### src/rtl/trsts_pkg.sv
// Shared types, constants and helpers for the task ring and soft timer scheduler.
// No dependencies; every other file in rtl/ imports this package.
package trsts_pkg;

  localparam int QUEUE_DEPTH = 64;
  localparam int TIMER_SLOTS = 16;
  localparam int TASK_BITS   = 8;

  localparam int IDX_W   = $clog2(QUEUE_DEPTH);
  localparam int LEN_W   = $clog2(QUEUE_DEPTH + 1);
  localparam int SLOT_W  = (TIMER_SLOTS > 1) ? $clog2(TIMER_SLOTS) : 1;
  localparam int AGE_W   = SLOT_W;
  localparam int ENTRY_W = TASK_BITS + 1;
  localparam int CFG_W   = 7;
  localparam logic [CFG_W-1:0] LEN_RESET = CFG_W'(16);

  typedef enum logic [2:0] {
    OP_STEP    = 3'd0,
    OP_POST    = 3'd1,
    OP_ADD     = 3'd2,
    OP_DEL     = 3'd3,
    OP_DEL_ALL = 3'd4,
    OP_STOP    = 3'd5
  } op_e;

  typedef enum logic [2:0] {
    K_IDLE     = 3'd0,
    K_DISPATCH = 3'd1,
    K_STOP     = 3'd2,
    K_ACCEPT   = 3'd3,
    K_CREATED  = 3'd4,
    K_REJECT   = 3'd5
  } kind_e;

  typedef enum logic [2:0] {
    C_NONE,
    C_ADD,
    C_REMOVE,
    C_ADVANCE,
    C_CLEAR
  } cell_op_e;

  typedef enum logic [2:0] {
    S_IDLE,
    S_EXEC,
    S_SCAN,
    S_DEQ,
    S_READ,
    S_RESP
  } state_e;

  typedef struct packed {
    logic [2:0]  opcode;
    logic [31:0] now_ms;
    logic [7:0]  task_id;
    logic [31:0] interval;
    logic        periodic;
    logic [3:0]  timer_slot;
  } in_word_t;

  typedef struct packed {
    logic [2:0] result_kind;
    logic [7:0] task_out;
    logic [3:0] slot_out;
    logic       fault;
  } out_word_t;

  // Command broadcast to every timer cell
  typedef struct packed {
    cell_op_e             op;
    logic [31:0]          now;
    logic [SLOT_W-1:0]    slot;
    logic [AGE_W-1:0]     age;
    logic [31:0]          interval;
    logic [TASK_BITS-1:0] task_id;
    logic                 rep;
  } cell_cmd_t;

  // Status returned by each timer cell
  typedef struct packed {
    logic                 valid;
    logic [AGE_W-1:0]     age;
    logic                 due;
    logic                 pick;
    logic [TASK_BITS-1:0] task_id;
    logic                 rep;
  } cell_stat_t;

  // Ring length in use, clamped to [2, QUEUE_DEPTH]
  function automatic logic [LEN_W-1:0] eff_len(input logic [CFG_W-1:0] q);
    logic [LEN_W-1:0] n;
    if (q < CFG_W'(2)) n = LEN_W'(2);
    else if (int'(q) > QUEUE_DEPTH) n = LEN_W'(QUEUE_DEPTH);
    else n = LEN_W'(q);
    return n;
  endfunction

  // Next ring index, wrapping at the length in use
  function automatic logic [IDX_W-1:0] adv(input logic [IDX_W-1:0] idx,
                                           input logic [LEN_W-1:0] len);
    logic [LEN_W-1:0] n;
    logic [IDX_W-1:0] r;
    n = LEN_W'(idx) + LEN_W'(1);
    if (n >= len) r = '0;
    else r = n[IDX_W-1:0];
    return r;
  endfunction

endpackage

### src/rtl/trsts_task_ring.sv
// Task ring storage: one write port, one registered read port.
// Depends on trsts_pkg.
module trsts_task_ring (
  input  logic                        clk_i,
  input  logic                        we_i,
  input  logic [trsts_pkg::IDX_W-1:0]   waddr_i,
  input  logic [trsts_pkg::ENTRY_W-1:0] wdata_i,
  input  logic                        re_i,
  input  logic [trsts_pkg::IDX_W-1:0]   raddr_i,
  output logic [trsts_pkg::ENTRY_W-1:0] rdata_o
);
  import trsts_pkg::*;

  logic [ENTRY_W-1:0] mem [QUEUE_DEPTH];
  logic [ENTRY_W-1:0] rdata_q;

  // write port
  always_ff @(posedge clk_i) begin
    if (we_i) mem[waddr_i] <= wdata_i;
  end

  // registered read port
  always_ff @(posedge clk_i) begin
    if (re_i) rdata_q <= mem[raddr_i];
  end

  assign rdata_o = rdata_q;

endmodule

### config.mk
export PLATFORM = sky130hd
export DESIGN_NAME = trsts_task_ring
export DESIGN_NICKNAME = d
export VERILOG_FILES = /design/src/rtl/trsts_pkg.sv /design/src/rtl/trsts_task_ring.sv
export SDC_FILE = /design/constraint.sdc
export NUM_CORES = 1
export LEC_CHECK = 0
export BUFFER_PORTS_ARGS = -buffer_cell sky130_fd_sc_hd__clkbuf_2
export CAP_MARGIN = 20
export CORE_MARGIN = 3
export CORE_UTILIZATION = 56
export DETAILED_ROUTE_END_ITERATION = 7
export HOLD_SLACK_MARGIN = 0.05
export PLACE_DENSITY = 0.75
export SLEW_MARGIN = 20
export SYNTH_ARGS = -nofsm -noshare
export SYNTH_HDL_FRONTEND = slang
export SYNTH_SLANG_ARGS = --single-unit
### constraint.sdc
create_clock -name clk_i -period 2.03 [get_ports clk_i]
set_input_delay 0.203 -clock clk_i [delete_from_list [all_inputs] [get_ports clk_i]]
set_output_delay 0.203 -clock clk_i [all_outputs]
set_load 0.02 [all_outputs]
==> reports/results.ini, run 1 <==
[detailed_routing]
dr.pass1.iters=4
antenna_left=0
drc_errors=0
avgRoutedWirePerCell_um=27.9
via_per_inst=6.30
vias=11226
first_iter_violations=1167
totalWireLength_um=49600

[layout]
final_nets=1241
fill_cells=2457
antennaDiodeCount=0
drive_gt1_share_pct=34.0
post-route-util_pct=66.3
syn2layout_area_growth_pct=16.7

[synth]
ys.flop_type=edfxtp_1
yosysSeqAreaShare_pct=77.4
yosysUniqueCellTypes=36
yosysWarnings=0
synth_edf_count=585
synthArstFlopShare_pct=0
syn_area_per_cell_um2=22.2
syn-instance-count=1020
netlist_area_um2=22700
ys_ff_latch=585
syn_nets=1044

[clock_tree]
root_buffer=clkbuf_16
cts_made_buffers=55
cts_tree=yes
ctsHtreeMaxLevel=2
cts_setup_buffers=0
ctsLongestPathBuffers=3
path_clk_slew_ns=0.06
clkSinkCount=585
insertion_delay_ns=0.60

[floorplanning]
core-area_um2=39900
die-area_um2=43000
die_w_um=207
placementRows=73
start_util_pct=56.8
dieHeight_um=207
ios=33

[worst_setup_path]
r2r_cells=4
reg2reg_to=rdata_o[6]
worstSetupPathType=flop to flop
path_max_fanout=1
ff2ff_setup_slack_ns=-0.16
cp-start-kind=flop
arrival_ns=2.52
end_kind=flop
max_stage_delay_ns=0.55
cp_common_cell=mux4_2
reg2reg_from=mem[38][6]
cp_cell_sequence=mux4_2 > mux4_2 > o211ai_1 > nand2_1
slowest_stage=mux4_2
required_ns=2.35

[worst_hold_path]
min_path_type=primary input to flop
holdPathStages=2
whs_endpoint=mem[7][1]
min_from=wdata_i[1]

[global_route]
track_usage_pct=23.4
grt_start_max_net_pins=65
antenna_found_initial=3
grt_pass1_vias=11594
grt_pass1_wl_um=75200
grt-ovfl-total=0

[placed_design]
place.gp.congestion=0.851
dp_hpwl_um=31200
portBuffers=32

[power_and_ir_drop]
power_frac_comb_pct=5.7
seqPwrFrac_pct=54.6
vdd_drop_max_uv=799
pwr_density_cell_nw_per_um2=930
finalPower_mw=24.6
p_leak_nw=8.62
clkPwrFrac_pct=39.7
swShare_pct=20.4
internal-power_mw=19.6
switchingPower_mw=5.01

[timing]
finalCriticalPeriod_ns=2.19
final-setup-viol-count=4
hold_viol=0
worst_pin_slew_ns=0.669
finClkSkew_ns=0.00717
setup_ws_ns=-0.164
fin_crit_sh_pct=108
maxSlewHeadroom_pct=55.4
timing.fmax_mhz=456
drv_slew=0
rsz0062_at_grt=true

[run_status]
run_status=finished, violations left
violations=negative setup slack

[flow_run]
drv_cap=0

-- power groups by stage --
stage / logic, mW / registers [mW] / clock network, mW
after floorplan: 0.694 / 13.7 / 0
after global placement: 1.34 / 13.7 / 0
after detailed placement: 1.38 / 13.7 / 0
after CTS: 1.41 / 13.4 / 9.92
after global routing: 1.50 / 13.4 / 10.4
final: 1.41 / 13.4 / 9.76
-- what timing repair did --
action,4_1_cts,5_1_grt
hold endpoints to repair,3,0
setup endpoints to repair,5,7
hold buffers,1,0
pin swaps,3,2
gates resized for setup,16,10
-- per-layer routing --
layer / wire, um / vias to the layer above / GRT usage, % / part of all wire [%]
li1: - / 4698 / - / -
met1: 19500 / 5887 / 33.3 / 39
met2: 24700 / 550 / 37.6 / 50
met3: 4320 / 85 / 5.56 / 8.7
met4: 1090 / 6 / 5.92 / 2.2
met5: 51 / - / 0 / 0.10
-- worst max path at each step --
| stage | slack, ns | cells past startpoint | from | to |
|---|---|---|---|---|
| 2_1_floorplan | 0.04 | 7 | raddr_i[1] | rdata_o[0] |
| 3_3_place_gp | -0.40 | 7 | raddr_i[0] | rdata_o[6] |
| 3_5_place_dp | -0.42 | 7 | raddr_i[0] | rdata_o[6] |
| 4_1_cts | -0.15 | 4 | mem[38][6] | rdata_o[6] |
| 5_1_grt | -0.18 | 4 | mem[38][6] | rdata_o[6] |
| 6_report | -0.16 | 4 | mem[38][6] | rdata_o[6] |
-- placed cells by master, fill, tap and decap left out, types with 11 or more instances in the layout --
cell	n
clkbuf_16	57
a22oi_1	17
clkinv_1	16
buf_4	142
mux4_2	145
nor2_1	70
buf_12	20
nand3_1	12
clkbuf_2	29
mux2i_1	22
clkbuf_1	11
nand2_1	24
nor2b_1	11
edfxtp_1	585
-- synth_stat cells (4+ instances only) --
library cell / number / area [um^2]
a2111oi_0: 6 / 52.6
a21oi_1: 5 / 25.0
a22oi_1: 17 / 128
and2_1: 4 / 25.0
buf_2: 14 / 70.1
buf_4: 9 / 67.6
buf_6: 5 / 56.3
clkbuf_1: 23 / 86.3
edfxtp_1: 585 / 17600
mux2_2: 4 / 45.0
mux2i_1: 22 / 220
mux4_1: 8 / 210
mux4_2: 143 / 3220
nand2_1: 24 / 90.1
nand2b_1: 6 / 37.5
nand3_1: 12 / 60.1
nor2_1: 70 / 263
nor2b_1: 14 / 87.6
o211ai_1: 5 / 37.5
o21ai_1: 5 / 25.0
o221ai_1: 5 / 43.8
o22ai_1: 8 / 50.1
-- worst max-delay path: cells and delay by family, from the launching register on --
kind	cells	cell delay (ns)
multiplexers	2	1.07
AO/OA/AOI/OAI	1	0.37
AND/OR/NAND/NOR	1	0.12
flip-flops	1	0.37
-- state kept, by name, summed over array words and instances (netlist names) --
name,flops
mem,576
rdata_o,9
-- through the flow --
stage               cells  instance area, um^2  setup WS, ns  hold slack (ns)  TNS, ns
floorplan            1020                22700        0.0407            0.302        0
global route         1781                26500        -0.177           0.0882   -0.288
global placement     1684                24700        -0.397            0.665    -2.64
detailed placement   1684                24700        -0.423            0.675    -3.01
CTS                  1781                26400        -0.152           0.0821   -0.168
finish               1781                26500        -0.164           0.0809   -0.177
-- area by class of cell --
cell class | count | area (um^2) | area share (%)
Clock buffer | 68 | 1470 | 5.55
Clock inverter | 28 | 228 | 0.861
Inverter | 1 | 3.75 | 0.0142
Multi-Input combinational cell | 380 | 4890 | 18.5
Sequential cell | 585 | 17600 | 66.4
Tap cell | 525 | 657 | 2.48
Timing Repair Buffer | 194 | 1650 | 6.23
-- cells by family after synthesis --
kind of cell | after synthesis | synth area share [%]
muxes | 177 | 16.3
and+or+nand+nor | 141 | 2.82
AOI/OAI and AO/OA | 62 | 2.00
DFF | 585 | 77.4
buffers and inverters | 55 | 1.45
Power figures use the tool's default switching activity.
==> run 2: changes to the inputs <==
--- a/config.mk
+++ b/config.mk
@@ -5,13 +5,14 @@
 export SDC_FILE = /design/constraint.sdc
 export NUM_CORES = 1
 export LEC_CHECK = 0
+export ABC_AREA = 1
 export BUFFER_PORTS_ARGS = -buffer_cell sky130_fd_sc_hd__clkbuf_2
 export CAP_MARGIN = 20
 export CORE_MARGIN = 3
-export CORE_UTILIZATION = 56
+export CORE_UTILIZATION = 57
 export DETAILED_ROUTE_END_ITERATION = 7
 export HOLD_SLACK_MARGIN = 0.05
-export PLACE_DENSITY = 0.75
+export PLACE_DENSITY = 0.76
 export SLEW_MARGIN = 20
 export SYNTH_ARGS = -nofsm -noshare
 export SYNTH_HDL_FRONTEND = slang
==> reports/results.ini, run 2 <==
[clock_tree]
path_clk_slew_ns=0.06  ; about the same
root_buffer=clkbuf_16
cts_made_buffers=55  ; unchanged
clkSinkCount=585  ; unchanged
ctsHtreeMaxLevel=2  ; unchanged
cts_setup_buffers=0  ; unchanged
cts_resized=0  ; -16
cts_tree=yes
ctsLongestPathBuffers=3  ; unchanged
cts_hold_buf=0  ; -1
insertion_delay_ns=0.60  ; about the same

[layout]
layout_commonest_cell=nand2_1
drive_gt1_share_pct=11.0  ; -23 points
largest_register_ffs=576  ; unchanged
post-route-util_pct=65.4  ; -0.89 points
final_cell_mix=729 x nand2_1, 585 x edfxtp_1, 493 x nand3_1
regMostFlops=mem
final_nets=2125  ; +71%
syn2layout_area_growth_pct=12.6

[power_and_ir_drop]
p_leak_nw=9.85  ; +14%
pwr_density_cell_nw_per_um2=933  ; +0.38%
vdd_drop_max_uv=614  ; -23%
finalPower_mw=25.1  ; +2.0%

[synth]
yosysMostFrequentCell=nand2_1
synthTopCellsByCount=729 x nand2_1, 585 x edfxtp_1, 493 x nand3_1
synth_top_area_share_pct=73.5  ; -3.9 points
synthAdderAreaFrac_pct=0  ; unchanged
ys_ff_latch=585  ; unchanged
syn_area_per_cell_um2=11.8  ; -47%
yosysUniqueCellTypes=16  ; -56%
yosysWarnings=0  ; unchanged
yosysSeqAreaShare_pct=73.5  ; -3.9 points
netlist_area_um2=23900  ; +5.3%
synth_edf_count=585  ; unchanged
synth_top_cell_by_area=edfxtp_1
synthArstFlopShare_pct=0  ; unchanged
synth-simple-area-share_pct=23.1  ; +20 points
synth_area_leaders=edfxtp_1 74%, nand2_1 11%, nand3_1 10%
synthMuxAreaShare_pct=0  ; -16 points
ys.flop_type=edfxtp_1
synth_top_family_by_area=simple AND/OR/NAND/NOR gates
syn-instance-count=2016  ; +98%
synth-compound-area-share_pct=0  ; -2.0 points
synth-xor-area-share_pct=0  ; unchanged
syn_nets=2040  ; +95%

[global_route]
antenna_found_initial=1  ; -2
grt_pass1_vias=15591  ; +34%
track_usage_pct=26.4  ; +3.0 points
grt-ovfl-total=0  ; unchanged
grt_pass1_wl_um=89500  ; +19%
grt_start_max_net_pins=101  ; +55%

[timing]
finClkSkew_ns=0.0163  ; +0.00908 ns
setup_ws_ns=0.465  ; +0.629 ns
finalCriticalPeriod_ns=1.56  ; -0.629 ns
timing.fmax_mhz=639  ; +40%
maxSlewHeadroom_pct=46.5  ; -8.9 points
holdWs_ns=0.0834  ; +0.00250 ns
worst_pin_slew_ns=0.803  ; +0.134 ns
drv_slew=0  ; unchanged
rsz0062_at_grt=false
fin_crit_sh_pct=77.1  ; -31 points
hold_viol=0  ; unchanged
final-setup-viol-count=0  ; -4

[detailed_routing]
drc_errors=0  ; unchanged
antenna_left=0  ; unchanged
dr.pass1.iters=7  ; +3
totalWireLength_um=58100  ; +17%
vias=16024  ; +43%
first_iter_violations=2397  ; +110%
avgRoutedWirePerCell_um=21.7  ; -22%
via_per_inst=5.99  ; -5.0%

[worst_hold_path]
holdPathStages=2  ; unchanged
min_path_type=primary input to flop

[worst_setup_path]
required_ns=2.36  ; about the same
end_kind=flop
cp-start-kind=flop
path_max_fanout=1  ; unchanged
arrival_ns=1.90  ; -0.62 ns
r2r_cells=8  ; +4
worstSetupPathType=flop to flop

[placed_design]
place.gp.congestion=0.870  ; +2.3%
portBuffers=32  ; unchanged
dp_hpwl_um=33300  ; +6.7%
place_ws_ns=-0.0352  ; +0.388 ns

[run_status]
run_status=finished, final reports clean

[floorplanning]
dieHeight_um=211  ; +1.7%
placementRows=74  ; +1.4%
die_w_um=211  ; +1.7%
die-area_um2=44400  ; +3.4%
ios=33  ; unchanged
start_util_pct=58.1  ; +1.3 points
core-area_um2=41100  ; +3.0%

[flow_run]
drv_cap=0  ; unchanged

==> run 2: through the flow <==
stage | instance area (um^2) | TNS [ns] | cells
5_1_grt | 26900 | 0 | 2677
4_1_cts | 26900 | 0 | 2676
6_report | 26900 | 0 | 2677
2_1_floorplan | 23900 | -2.71 | 2016
3_3_place_gp | 25100 | 0 | 2576
3_5_place_dp | 25100 | -0.0433 | 2576
==> run 2: critical path, stage by stage (launching register included) <==
cell and delay, ns:
edfxtp_1 0.36, nand2_1 0.07, nand3_1 0.09, nand3_1 0.19, nand2_1 0.08, nand2_1 0.06
nand3_1 0.16, nand3_1 0.22, nand2_1 0.08
==> run 2: layout make-up <==
type                            instances  area [um^2]
Antenna cell                            1         2.50
Timing Repair Buffer                  152         1320
Fill cell                            2857        14200
Sequential cell                       585        17600
Tap cell                              532          666
Inverter                               12         55.1
Multi-Input combinational cell       1295         5520
Clock inverter                         32          288
Clock buffer                           68         1470
==> run 2: final timing paths <==
| check | slack, ns | end | start |
|---|---|---|---|
| max reg2reg | 0.47 | rdata_o[4] | mem[59][4] |
| max | 0.47 | rdata_o[4] | mem[59][4] |
| min | 0.08 | mem[21][7] | wdata_i[7] |
| min reg2reg | 0.92 | rdata_o[7] | mem[32][7] |
==> run 2: cell families (layout without fill, tap and decap cells) <==
logic type,Yosys count,after routing
simple gates,1295,1295
flops,585,585
other cells,0,1
buf+inv,136,264
==> run 2: report_power, final <==
| group | internal [mW] | total, mW | leakage, nW | switching [mW] |
|---|---|---|---|---|
| Clock | 5.75 | 10.0 | 0.866 | 4.29 |
| Combinational | 0.435 | 1.62 | 3.72 | 1.19 |
| Sequential | 13.4 | 13.4 | 5.27 | 0.0304 |
| Total | 19.6 | 25.1 | 9.85 | 5.51 |
==> run 2: routing by layer <==
metal,wire (um),vias up,GRT usage [%]
li1,-,7267,-
met3,5830,156,4.57
met2,27700,930,42.2
met5,0,-,0
met4,2130,0,11.0
met1,22500,7671,36.7
