$ cat src/rtl/trsts_pkg.sv
// Shared types, constants and helpers for the task ring and soft timer scheduler.
// No dependencies; every other file in rtl/ imports this package.
package trsts_pkg;

  localparam int QUEUE_DEPTH = 64;
  localparam int TIMER_SLOTS = 16;
  localparam int TASK_BITS   = 8;

  localparam int IDX_W   = $clog2(QUEUE_DEPTH);
  localparam int LEN_W   = $clog2(QUEUE_DEPTH + 1);
  localparam int SLOT_W  = (TIMER_SLOTS > 1) ? $clog2(TIMER_SLOTS) : 1;
  localparam int AGE_W   = SLOT_W;
  localparam int ENTRY_W = TASK_BITS + 1;
  localparam int CFG_W   = 7;
  localparam logic [CFG_W-1:0] LEN_RESET = CFG_W'(16);

  typedef enum logic [2:0] {
    OP_STEP    = 3'd0,
    OP_POST    = 3'd1,
    OP_ADD     = 3'd2,
    OP_DEL     = 3'd3,
    OP_DEL_ALL = 3'd4,
    OP_STOP    = 3'd5
  } op_e;

  typedef enum logic [2:0] {
    K_IDLE     = 3'd0,
    K_DISPATCH = 3'd1,
    K_STOP     = 3'd2,
    K_ACCEPT   = 3'd3,
    K_CREATED  = 3'd4,
    K_REJECT   = 3'd5
  } kind_e;

  typedef enum logic [2:0] {
    C_NONE,
    C_ADD,
    C_REMOVE,
    C_ADVANCE,
    C_CLEAR
  } cell_op_e;

  typedef enum logic [2:0] {
    S_IDLE,
    S_EXEC,
    S_SCAN,
    S_DEQ,
    S_READ,
    S_RESP
  } state_e;

  typedef struct packed {
    logic [2:0]  opcode;
    logic [31:0] now_ms;
    logic [7:0]  task_id;
    logic [31:0] interval;
    logic        periodic;
    logic [3:0]  timer_slot;
  } in_word_t;

  typedef struct packed {
    logic [2:0] result_kind;
    logic [7:0] task_out;
    logic [3:0] slot_out;
    logic       fault;
  } out_word_t;

  // Command broadcast to every timer cell
  typedef struct packed {
    cell_op_e             op;
    logic [31:0]          now;
    logic [SLOT_W-1:0]    slot;
    logic [AGE_W-1:0]     age;
    logic [31:0]          interval;
    logic [TASK_BITS-1:0] task_id;
    logic                 rep;
  } cell_cmd_t;

  // Status returned by each timer cell
  typedef struct packed {
    logic                 valid;
    logic [AGE_W-1:0]     age;
    logic                 due;
    logic                 pick;
    logic [TASK_BITS-1:0] task_id;
    logic                 rep;
  } cell_stat_t;

  // Ring length in use, clamped to [2, QUEUE_DEPTH]
  function automatic logic [LEN_W-1:0] eff_len(input logic [CFG_W-1:0] q);
    logic [LEN_W-1:0] n;
    if (q < CFG_W'(2)) n = LEN_W'(2);
    else if (int'(q) > QUEUE_DEPTH) n = LEN_W'(QUEUE_DEPTH);
    else n = LEN_W'(q);
    return n;
  endfunction

  // Next ring index, wrapping at the length in use
  function automatic logic [IDX_W-1:0] adv(input logic [IDX_W-1:0] idx,
                                           input logic [LEN_W-1:0] len);
    logic [LEN_W-1:0] n;
    logic [IDX_W-1:0] r;
    n = LEN_W'(idx) + LEN_W'(1);
    if (n >= len) r = '0;
    else r = n[IDX_W-1:0];
    return r;
  endfunction

endpackage

$ cat src/rtl/trsts_timer_cell.sv
// One software timer slot: valid bit, age rank, start, interval, task, repeat.
// Depends on trsts_pkg; cells chain through the free-slot search.
module trsts_timer_cell (
  input  logic                      clk_i,
  input  logic                      rst_ni,
  input  logic [trsts_pkg::SLOT_W-1:0] idx_i,
  input  trsts_pkg::cell_cmd_t      cmd_i,
  input  logic                      free_i,
  output logic                      free_o,
  output trsts_pkg::cell_stat_t     stat_o
);
  import trsts_pkg::*;

  logic                 valid_q;
  logic [AGE_W-1:0]     age_q;
  logic [31:0]          start_q;
  logic [31:0]          ivl_q;
  logic [TASK_BITS-1:0] task_q;
  logic                 rep_q;
  logic                 pick;
  logic                 me;
  logic [31:0]          elapsed;

  // lowest free slot: first empty cell with no empty cell below it
  assign pick   = !valid_q && !free_i;
  assign free_o = free_i || !valid_q;
  assign me     = (cmd_i.slot == idx_i);

  assign elapsed = cmd_i.now - start_q;

  always_comb begin
    stat_o         = '0;
    stat_o.valid   = valid_q;
    stat_o.age     = age_q;
    stat_o.due     = (elapsed >= ivl_q);
    stat_o.pick    = pick;
    stat_o.task_id = task_q;
    stat_o.rep     = rep_q;
  end

  // valid bit
  always_ff @(posedge clk_i or negedge rst_ni) begin
    if (!rst_ni) begin
      valid_q <= 1'b0;
    end else begin
      unique case (cmd_i.op)
        C_ADD:    if (pick) valid_q <= 1'b1;
        C_REMOVE: if (me) valid_q <= 1'b0;
        C_CLEAR:  valid_q <= 1'b0;
        default: ;
      endcase
    end
  end

  // timer payload and age rank
  always_ff @(posedge clk_i) begin
    unique case (cmd_i.op)
      C_ADD: begin
        if (pick) begin
          age_q   <= '0;
          start_q <= cmd_i.now;
          ivl_q   <= cmd_i.interval;
          task_q  <= cmd_i.task_id;
          rep_q   <= cmd_i.rep;
        end else if (valid_q) begin
          age_q <= age_q + AGE_W'(1);
        end
      end
      C_REMOVE: begin
        if (valid_q && !me && (age_q > cmd_i.age)) age_q <= age_q - AGE_W'(1);
      end
      C_ADVANCE: begin
        if (me) start_q <= start_q + ivl_q;
      end
      default: ;
    endcase
  end

endmodule

$ cat config.mk
export PLATFORM = sky130hd
export DESIGN_NAME = trsts_timer_cell
export DESIGN_NICKNAME = d
export VERILOG_FILES = /design/src/rtl/trsts_pkg.sv /design/src/rtl/trsts_timer_cell.sv
export SDC_FILE = /design/constraint.sdc
export NUM_CORES = 1
export LEC_CHECK = 0
export CAP_MARGIN = 10
export CORE_MARGIN = 4
export CORE_UTILIZATION = 50
export CTS_BUF_LIST = sky130_fd_sc_hd__clkbuf_4
export DETAILED_ROUTE_END_ITERATION = 16
export DONT_BUFFER_PORTS = 1
export MAX_ROUTING_LAYER = met4
export PLACE_DENSITY_LB_ADDON = 0.05
export SLEW_MARGIN = 20
export SYNTH_ARGS = -nofsm -noshare
export SYNTH_HDL_FRONTEND = slang
export SYNTH_SLANG_ARGS = --single-unit
$ cat constraint.sdc
create_clock -name clk_i -period 14.5 [get_ports clk_i]
set_clock_uncertainty 0.05 [all_clocks]
set_input_delay 4.35 -clock clk_i [delete_from_list [all_inputs] [get_ports clk_i]]
set_output_delay 4.35 -clock clk_i [all_outputs]
set_load 0.02 [all_outputs]
==> results.ini, run 1 <==
[pwr]
power.density_mw_per_mm2=70.6
leakagePower_nw=3.44
worst_ir_drop_vdd_mv=0.0425

[critical_path]
cp_top_family=compound AO/OA/AOI/OAI gates
worstSetupPathType=in2out
critical_path_buf_inv_count=0
worst-path-max-fanout=5
critical-path-top-cell-by-count=a21oi_1
worstPathArrival_ns=8.07
timing.critical_path.slowest_stage_cell=o21ai_0
cp_data_required_time_ns=10.10
cp_cell_sequence=ha_1, o21a_1, o31a_1, o31ai_1, a21oi_1, o21ai_0, a21oi_1, mux2i_1, a2111oi_0, ha_1, a21o_1, a21o_1, a21oi_1, nor2_1, a211oi_1, o21ai_0
worst_setup_sp=cmd_i[51]
crit_path_max_incr_delay_ns=0.41
crit-reg2reg-launch=start_q[0]$_DFFE_PP_
crit_path_start_kind=input port
worst_setup_path_end_kind=output pin

[yosys]
synthFlopType=edfxtp_1
synthesis.nets=999
netlist-cell-type-count=58
cell_taking_the_most_area_after_synthesis=edfxtp_1
synth-warning-count=0
ys_seq_area_frac=0.324
gate_count_post_synth=806
yosys.area.top_type_share=0.321
synth_seq_cells=78
synth_area_mm2=0.00721
synth.top_cells.by_area=edfxtp_1 (32%), ha_1 (17%), a21o_1 (5.5%)
synth_enable_flop_cells=77
ys_async_sr_fraction=0.0128
syn_area_per_cell_um2=8.95

[floorplanning]
starting_utilization_of_the_core_area=0.515
die_width_um=128
die_h_um=128
die-area_mm2=0.0164
total_core_area_mm2=0.0140
placement_rows=43
pin_count=108

[grt]
grt_total_usage=0.224
initial_antenna_violation_count=0
vias_in_the_first_global_route=5781
grt_max_degree=64
globalRouteOverflowTotal=0
wire_length_of_the_first_global_routing_pass_um=28600

[layout]
seq_area_mm2=0.00234
layout.filler_cells=1354
relative_area_change_from_synthesis_to_final_layout_pct=3.92
num_antenna_cells=0
drive_gt1_frac=0.0400
final_cell_mix=ha_1 (100), inv_1 (82), edfxtp_1 (77)
final_cell_count_no_fill=981
finalNetCount=989
layout.cells.most_common=ha_1
area_used_by_multi_input_combinational_logic_mm2=0.00448
fin_area_mm2=0.00749

[cts]
clkTransAtPathRegs_ns=0.16
clkSinkCount=78
clock_insertion_delay_worst_skew_ns=0.48
cts.repair_timing.setup_buffer_count=0
cell_chosen_for_the_clock_root=clkbuf_4
cts_htree_levels=3
post_cts_hold_buffer_count=0
clk_path_buf_depth=2
number_of_buffers_added_by_the_clock_tree_synthesis_step=9
cts_tree=done
ctsResizeCount=0

[sta]
slew_headroom=0.394
timing.final.max_slew_violations=0
rsz0062_at_grt=no
setup_total_negative_slack_ns=0
fmaxAchievable_mhz=80.2
final.min_clock_period_ns=12.47
finalSetupViolCount=0
hold_viol=0
period_share=0.860
worst-slew-pin-transition_ns=0.909

[drt]
drt-total-wl_um=17800
post_drt_wl_per_cell_um=18.1
routed-via-count=5891
detail-route-antenna-nets=0
drt-initial-drc-count=353
vias_per_cell=6.01
detail_route.first_pass.iterations=5
remaining_drc_errors=0

[worst_hold_path]
min_from=ivl_q[0]$_DFFE_PP_
worstHoldPathType=reg2reg

[status]
run_status=finished clean

[placed_design]
buffer_ports.inserted=0
gp_congestion=0.892
estimated_wirelength_of_the_detail_placed_design_um=14100
place.detailed.instances=965
dpl-instance-area_mm2=0.00736

[job]
timing.max_cap.violations=0

## Yosys cell counts, types with 3 or more instances
library cell	instances
a211o_1	3
a211oi_1	7
a21o_1	53
a21oi_1	68
a221o_1	3
a221oi_1	3
a31o_2	4
a31oi_1	10
and3_1	10
and4_1	5
buf_4	3
clkbuf_1	19
edfxtp_1	77
ha_1	100
inv_1	82
nand2_1	69
nand2b_1	9
nand3_1	13
nand4_1	15
nor2_1	34
nor2b_1	9
nor3_1	15
nor4_1	4
o211ai_1	4
o21a_1	7
o21ai_0	70
o21bai_1	6
o221ai_1	3
or3_1	5
xnor2_1	30
xor2_1	32
## flip-flops by register name, indices dropped and copies added, names as in the netlist
name     cells
task_q       8
rep_q        1
age_q        4
start_q     32
valid_q      1
ivl_q       32
## worst paths after layout
check / end / slack [ns] / cells after the start
setup / recovery: stat_o[10] / 2.03 / 16
hold / removal: start_q[0]$_DFFE_PP_ / 0.66 / 3
setup reg to reg: start_q[28]$_DFFE_PP_ / 10.88 / 11
hold reg to reg: start_q[0]$_DFFE_PP_ / 0.66 / 3
max in group asynchronous: valid_q$_DFFE_PN0P_ / 10.86 / 0
min in group asynchronous: valid_q$_DFFE_PN0P_ / 3.48 / 0
## per-stage QoR
stage	power [mW]	utilization	hold slack, ns	worst slack, ns
floorplan	0.374	-	0.529	2.56
global placement	0.399	0.526	0.617	2.13
detailed placement	0.402	0.526	0.632	2.02
CTS	0.535	0.536	0.670	2.01
global route	0.563	0.536	0.719	1.63
finish	0.529	0.536	0.657	2.03
## tightest hold or removal path: stages, from the launching register on
cell and delay [ns]:
edfxtp_1 0.39, ha_1 0.12, nand2_1 0.04, o21ai_0 0.06
## power breakdown
part	leakage, nW	internal, mW	switching, mW
Combinational	2.66	0.0578	0.0788
Clock	0.0698	0.0390	0.0924
Sequential	0.711	0.255	0.00605
Total	3.44	0.352	0.177
## cell families after synthesis
family                   share of synthesized area
AO/OA/AOI/OAI                                0.232
AND/OR/NAND/NOR                              0.130
buffers and inverters                       0.0564
adder cells (fa/ha/maj)                      0.179
flip-flops                                   0.324
XOR/XNOR                                    0.0753
multiplexers                               0.00278
## layout make-up
cell class | count | area share
timing repair buffer | 2 | 0.00200
clock buffer | 9 | 0.00902
inverter | 82 | 0.0411
tap | 180 | 0.0301
sequential | 78 | 0.312
multi-input combinational | 623 | 0.598
clock inverter | 7 | 0.00835
## routing by layer
metal	wire [um]	global-route usage	up-vias	share of wire
met5	0	-	-	0
met1	7980	0.278	2775	0.45
met3	1040	0.0479	22	0.058
li1	-	-	2940	-
met2	8530	0.372	154	0.48
met4	252	0.0605	0	0.014
(Power assumes the default switching activity.)
==> run 2, diff against run 1 <==
- CELL_PAD_IN_SITES_DETAIL_PLACEMENT: not set -> 1
- CELL_PAD_IN_SITES_GLOBAL_PLACEMENT: not set -> 1
==> run 2 against run 1 <==
Against the previous run:
- hold slack improved by 0.016 ns
- combinational power rose by 5%
- critical endpoint unchanged
- die area is the same
- utilization is 0.098 points higher
- clock power grew 8%
- first-iteration DRC count decreased by 22%
- via count grew 1.8%
- final area is 0.18% higher
- sequential share of layout area shrank 0.057 points
- sequential power about the same
- cell count is 0.10% higher
==> results.ini, run 2 (synthesis gave the netlist of run 1 again) <==
[drt]
detail_route.first_pass.iterations=4  ; -1
drt-initial-drc-count=275  ; -22%
routed-via-count=5996  ; +1.8%
drt-total-wl_um=20900  ; +17%
vias_per_cell=6.11  ; +1.7%
detail-route-antenna-nets=0  ; unchanged
post_drt_wl_per_cell_um=21.2  ; +17%
remaining_drc_errors=0  ; unchanged

[layout]
final_cell_mix=ha_1 (100), inv_1 (82), edfxtp_1 (77)
final_cell_count_no_fill=982  ; +0.10%
finalNetCount=990  ; +0.10%
drive_gt1_frac=0.0411  ; +0.00120
relative_area_change_from_synthesis_to_final_layout_pct=4.11
fin_area_mm2=0.00751  ; +0.18%
layout.filler_cells=1637  ; +21%
layout.cells.most_common=ha_1
layout_top_registers=ivl_q x32, start_q x32, task_q x8
finish.utilization=0.537  ; +0.000984
num_antenna_cells=0  ; unchanged

[critical_path]
crit-reg2reg-launch=start_q[0]$_DFFE_PP_
reg2reg_setup_slack_ns=10.80  ; -0.08 ns
worst_setup_sp=cmd_i[51]
worstPathArrival_ns=8.21  ; +0.14 ns
cp-endpoint=stat_o[10]
crit_path_start_kind=input port
worst-path-max-fanout=5  ; unchanged
cp_data_required_time_ns=10.10  ; about the same
worstRegToRegCells=11  ; unchanged
worst_setup_path_end_kind=output pin
worstReg2RegEnd=start_q[26]$_DFFE_PP_
worstSetupPathType=in2out

[pwr]
leakagePower_nw=3.45  ; +0.39%
power.density_mw_per_mm2=72.7  ; +2.9%
switching_share=0.350  ; +0.0148
gate_power_share=0.263  ; +0.005
clockPowerShare=0.258  ; +0.010
internal-power_mw=0.355  ; +0.82%
p_sw_mw=0.191  ; +7.7%
worst_ir_drop_vdd_mv=0.0475  ; +12%
fin_total_pwr_mw=0.546  ; +3.1%
seq_power_share=0.479  ; -0.014

[grt]
gr-usage-met1=0.323  ; +0.0447
global_route.usage.met2=0.453  ; +0.0816
initial_antenna_violation_count=0  ; unchanged
global_route.peak_usage_layer=met2
vias_in_the_first_global_route=6486  ; +12%
globalRouteOverflowTotal=0  ; unchanged
wire_length_of_the_first_global_routing_pass_um=33600  ; +18%
grt_max_degree=64  ; unchanged
use_met3=0.0588  ; +0.0108
grt_total_usage=0.267  ; +0.0429

[cts]
clkTransAtPathRegs_ns=0.16  ; about the same
post_cts_hold_buffer_count=0  ; unchanged
ctsResizeCount=0  ; unchanged
cts.repair_timing.setup_buffer_count=0  ; unchanged
cts_htree_levels=3  ; unchanged
clk_path_buf_depth=2  ; unchanged
number_of_buffers_added_by_the_clock_tree_synthesis_step=9  ; unchanged
cell_chosen_for_the_clock_root=clkbuf_4
cts_tree=done
clock_insertion_delay_worst_skew_ns=0.51  ; +0.03 ns
clkSinkCount=78  ; unchanged

[worst_hold_path]
worstHoldPathType=reg2reg
holdPathStages=3  ; unchanged

[placed_design]
gp_congestion=0.873  ; -2.1%
place.detailed.instances=966  ; +0.10%
dpl-instance-area_mm2=0.00737  ; +0.10%
dp_worst_setup_slack_ns=1.86  ; -0.156 ns
estimated_wirelength_of_the_detail_placed_design_um=17000  ; +20%
buffer_ports.inserted=0  ; unchanged

[sta]
timing.final.max_slew_violations=0  ; unchanged
whs_ns=0.673  ; +0.0160 ns
rsz0062_at_grt=no
final.min_clock_period_ns=12.61  ; +0.143 ns
slew_headroom=0.364  ; -0.0298
finalSetupViolCount=0  ; unchanged
period_share=0.870  ; +0.00984
fmaxAchievable_mhz=79.3  ; -1.1%
setup_total_negative_slack_ns=0  ; unchanged
postLayoutSetupSlackWorst_ns=1.89  ; -0.143 ns
worst-slew-pin-transition_ns=0.954  ; +0.0446 ns
hold_viol=0  ; unchanged

[floorplanning]
total_core_area_mm2=0.0140  ; unchanged
placement_rows=43  ; unchanged
die_h_um=128  ; unchanged
pin_count=108  ; unchanged
die-area_mm2=0.0164  ; unchanged
starting_utilization_of_the_core_area=0.515  ; unchanged
die_width_um=128  ; unchanged

[job]
timing.max_cap.violations=0  ; unchanged

[status]
run_status=finished clean

[run 2: cell count changes in the layout (fill, tap and decap cells not counted)]
cell        change
buf_4           +1
clkinv_4        -1
inv_8           +2
clkinvlp_4      -1
[run 2: critical path, stage by stage]
cell and delay (ns):
ha_1 0.35, o21a_1 0.21, o31a_1 0.13, o31ai_1 0.37, a21oi_1 0.16, o21ai_0 0.41, a21oi_1 0.17, mux2i_1 0.14
a2111oi_0 0.57, ha_1 0.36, a21o_1 0.18, a21o_1 0.16, a21oi_1 0.13, nor2_1 0.05, a211oi_1 0.19, o21ai_0 0.30
[run 2: final cells by class]
cell class | instances | area [um^2] | share of cell area
repair buffers | 3 | 22.5 | 0.00300
clock inverters | 7 | 68.8 | 0.00917
multi-input cells | 623 | 4480 | 0.596
flip-flops and latches | 78 | 2340 | 0.311
inverters | 82 | 308 | 0.0410
well taps | 180 | 225 | 0.0300
clock buffers | 9 | 67.6 | 0.00900
[run 2: power groups by stage]
stage                     Clock [mW]  Sequential [mW]  Combinational [mW]
after floorplan                    0            0.264               0.110
after global placement             0            0.266               0.136
after detailed placement           0            0.266               0.143
after CTS                      0.145            0.261               0.144
after global routing           0.156            0.262               0.163
final                          0.141            0.261               0.144
[run 2: routing by layer]
metal | share of wire | routed length, um
met2 | 0.50 | 10400
met3 | 0.051 | 1070
met4 | 0.022 | 450
met1 | 0.43 | 8950
met5 | 0 | 0
[run 2: how the worst min path moves through the flow]
stage                           end           startpoint  slack [ns]
2_1_floorplan   valid_q$_DFFE_PN0P_  valid_q$_DFFE_PN0P_        0.53
3_3_place_gp   start_q[0]$_DFFE_PP_   ivl_q[0]$_DFFE_PP_        0.61
3_5_place_dp   start_q[0]$_DFFE_PP_   ivl_q[0]$_DFFE_PP_        0.65
4_1_cts        start_q[0]$_DFFE_PP_   ivl_q[0]$_DFFE_PP_        0.69
5_1_grt        start_q[0]$_DFFE_PP_   ivl_q[0]$_DFFE_PP_        0.75
6_report       start_q[0]$_DFFE_PP_   ivl_q[0]$_DFFE_PP_        0.67
==> run 3, diff against run 2 <==
- RECOVER_POWER: not set -> 50
==> run 3 against run 2 <==
Against the previous run:
- the flow now finishes with violations (capacitance limit, slew limit)
- utilization fell by 0.089 points
- non-clock buffer count did not move
- clock-buffer cell count unchanged
- wire length rose by 0.24%
- register-to-register slack worse by 0.09 ns
==> results.ini, run 3 (synthesis gave the netlist of run 1 again) <==
[critical_path]
cp_data_required_time_ns=10.10  ; about the same
crit_path_start_kind=input port
worst-path-max-fanout=5  ; unchanged
worstSetupPathType=in2out
worstPathArrival_ns=8.24  ; +0.03 ns
worst_setup_path_end_kind=output pin

[drt]
vias_per_cell=6.18  ; +1.2%
drt-total-wl_um=20900  ; +0.24%
routed-via-count=6067  ; +1.2%
detail_route.first_pass.iterations=6  ; +2
remaining_drc_errors=0  ; unchanged
drt-initial-drc-count=296  ; +7.6%
detail-route-antenna-nets=0  ; unchanged
post_drt_wl_per_cell_um=21.3  ; +0.24%

[sta]
timing.final.max_slew_violations=106  ; +106
period_share=0.872  ; +0.00195
hold_viol=0  ; unchanged
setup_total_negative_slack_ns=0  ; unchanged
rsz0062_at_grt=no
fmaxAchievable_mhz=79.1  ; -0.22%
worst-slew-pin-transition_ns=2.67  ; +1.72 ns
finalSetupViolCount=0  ; unchanged
slew_headroom=-0.782  ; -1.15
final.min_clock_period_ns=12.64  ; +0.0283 ns

[floorplanning]
placement_rows=43  ; unchanged
die_width_um=128  ; unchanged
die_h_um=128  ; unchanged
starting_utilization_of_the_core_area=0.515  ; unchanged
total_core_area_mm2=0.0140  ; unchanged
pin_count=108  ; unchanged
die-area_mm2=0.0164  ; unchanged

[layout]
drive_gt1_frac=0.0374  ; -0.00374
final_cell_mix=ha_1 (100), inv_1 (82), edfxtp_1 (77)
num_antenna_cells=0  ; unchanged
layout.cells.most_common=ha_1
fin_area_mm2=0.00749  ; -0.17%
layout_top_registers=ivl_q x32, start_q x32, task_q x8
relative_area_change_from_synthesis_to_final_layout_pct=3.94
finalNetCount=990  ; unchanged
layout.filler_cells=1637  ; unchanged

[pwr]
leakagePower_nw=3.44  ; -0.26%
worst_ir_drop_vdd_mv=0.0482  ; +1.5%
power.density_mw_per_mm2=73.0  ; +0.48%

[cts]
cts_tree=done
post_cts_hold_buffer_count=0  ; unchanged
cell_chosen_for_the_clock_root=clkbuf_4
clk_path_buf_depth=2  ; unchanged
clock_insertion_delay_worst_skew_ns=0.51  ; about the same
ctsResizeCount=0  ; unchanged
clkTransAtPathRegs_ns=0.17  ; about the same
number_of_buffers_added_by_the_clock_tree_synthesis_step=9  ; unchanged
cts.repair_timing.setup_buffer_count=0  ; unchanged
clkSinkCount=78  ; unchanged
cts_htree_levels=3  ; unchanged

[placed_design]
estimated_wirelength_of_the_detail_placed_design_um=17000  ; unchanged
gp_congestion=0.873  ; unchanged
buffer_ports.inserted=0  ; unchanged
dpl-instance-area_mm2=0.00737  ; unchanged

[status]
run_status=complete, but fails checks
violations_in_the_final_reports=capacitance limit, slew limit

[grt]
wire_length_of_the_first_global_routing_pass_um=33600  ; unchanged
gr-usage-met1=0.323  ; unchanged
global_route.peak_usage_layer=met2
global_route.usage.met2=0.453  ; unchanged
globalRouteOverflowTotal=0  ; unchanged
use_met3=0.0588  ; unchanged
grt_max_degree=64  ; unchanged
initial_antenna_violation_count=0  ; unchanged
vias_in_the_first_global_route=6486  ; unchanged
grt_total_usage=0.267  ; unchanged

[worst_hold_path]
worstHoldPathType=reg2reg

[job]
timing.max_cap.violations=2  ; +2

==> run 3: metal layers <==
| layer | up-vias | wire [um] |
|---|---|---|
| met5 | - | 0 |
| met3 | 47 | 1010 |
| met4 | 0 | 470 |
| met2 | 160 | 10400 |
| li1 | 2933 | - |
| met1 | 2927 | 9000 |
==> run 3: power by group <==
| group | switching [mW] | internal, mW | total [mW] |
|---|---|---|---|
| clock | 0.101 | 0.0412 | 0.142 |
| sequential | 0.00618 | 0.255 | 0.261 |
| combinational | 0.0852 | 0.0586 | 0.144 |
| total | 0.192 | 0.355 | 0.547 |
==> run 3: layout make-up <==
| type | count | area, um^2 | area share |
|---|---|---|---|
| Multi-Input combinational cell | 623 | 4470 | 0.597 |
| Clock buffer | 9 | 67.6 | 0.00902 |
| Inverter | 82 | 308 | 0.0411 |
| Clock inverter | 7 | 68.8 | 0.00918 |
| Timing Repair Buffer | 3 | 15.0 | 0.00200 |
| Sequential cell | 78 | 2340 | 0.312 |
| Tap cell | 180 | 225 | 0.0301 |
==> run 3: path summary, 6_finish.rpt <==
path / startpoint / end / slack [ns] / cells after the start
worst min register to register: ivl_q[0]$_DFFE_PP_ / start_q[0]$_DFFE_PP_ / 0.68 / 3
min in group asynchronous: rst_ni / valid_q$_DFFE_PN0P_ / 3.45 / 0
worst min-delay path: ivl_q[0]$_DFFE_PP_ / start_q[0]$_DFFE_PP_ / 0.68 / 3
worst max-delay path: cmd_i[51] / stat_o[10] / 1.86 / 16
worst max register to register: start_q[0]$_DFFE_PP_ / start_q[26]$_DFFE_PP_ / 10.71 / 11
max in group asynchronous: rst_ni / valid_q$_DFFE_PN0P_ / 10.89 / 0
==> run 3: critical path, stage by stage <==
cell and delay, ns:
ha_1 0.35, o21a_1 0.21, o31a_1 0.13, o31ai_1 0.36
a21oi_1 0.16, o21ai_0 0.42, a21oi_1 0.17, mux2i_1 0.14
a2111oi_0 0.58, ha_1 0.36, a21o_1 0.18, a21o_1 0.16
a21oi_1 0.13, nor2_1 0.05, a211oi_1 0.19, o21ai_0 0.30
==> run 3: metrics by stage <==
step	hold slack, ns	worst slack [ns]	total power, mW	cells	util
2_1_floorplan	0.529	2.56	0.374	806	-
3_3_place_gp	0.610	2.02	0.402	966	0.527
3_5_place_dp	0.651	1.86	0.409	966	0.527
4_1_cts	0.690	1.83	0.550	982	0.537
5_1_grt	0.747	1.51	0.580	982	0.536
6_report	0.679	1.86	0.547	982	0.536
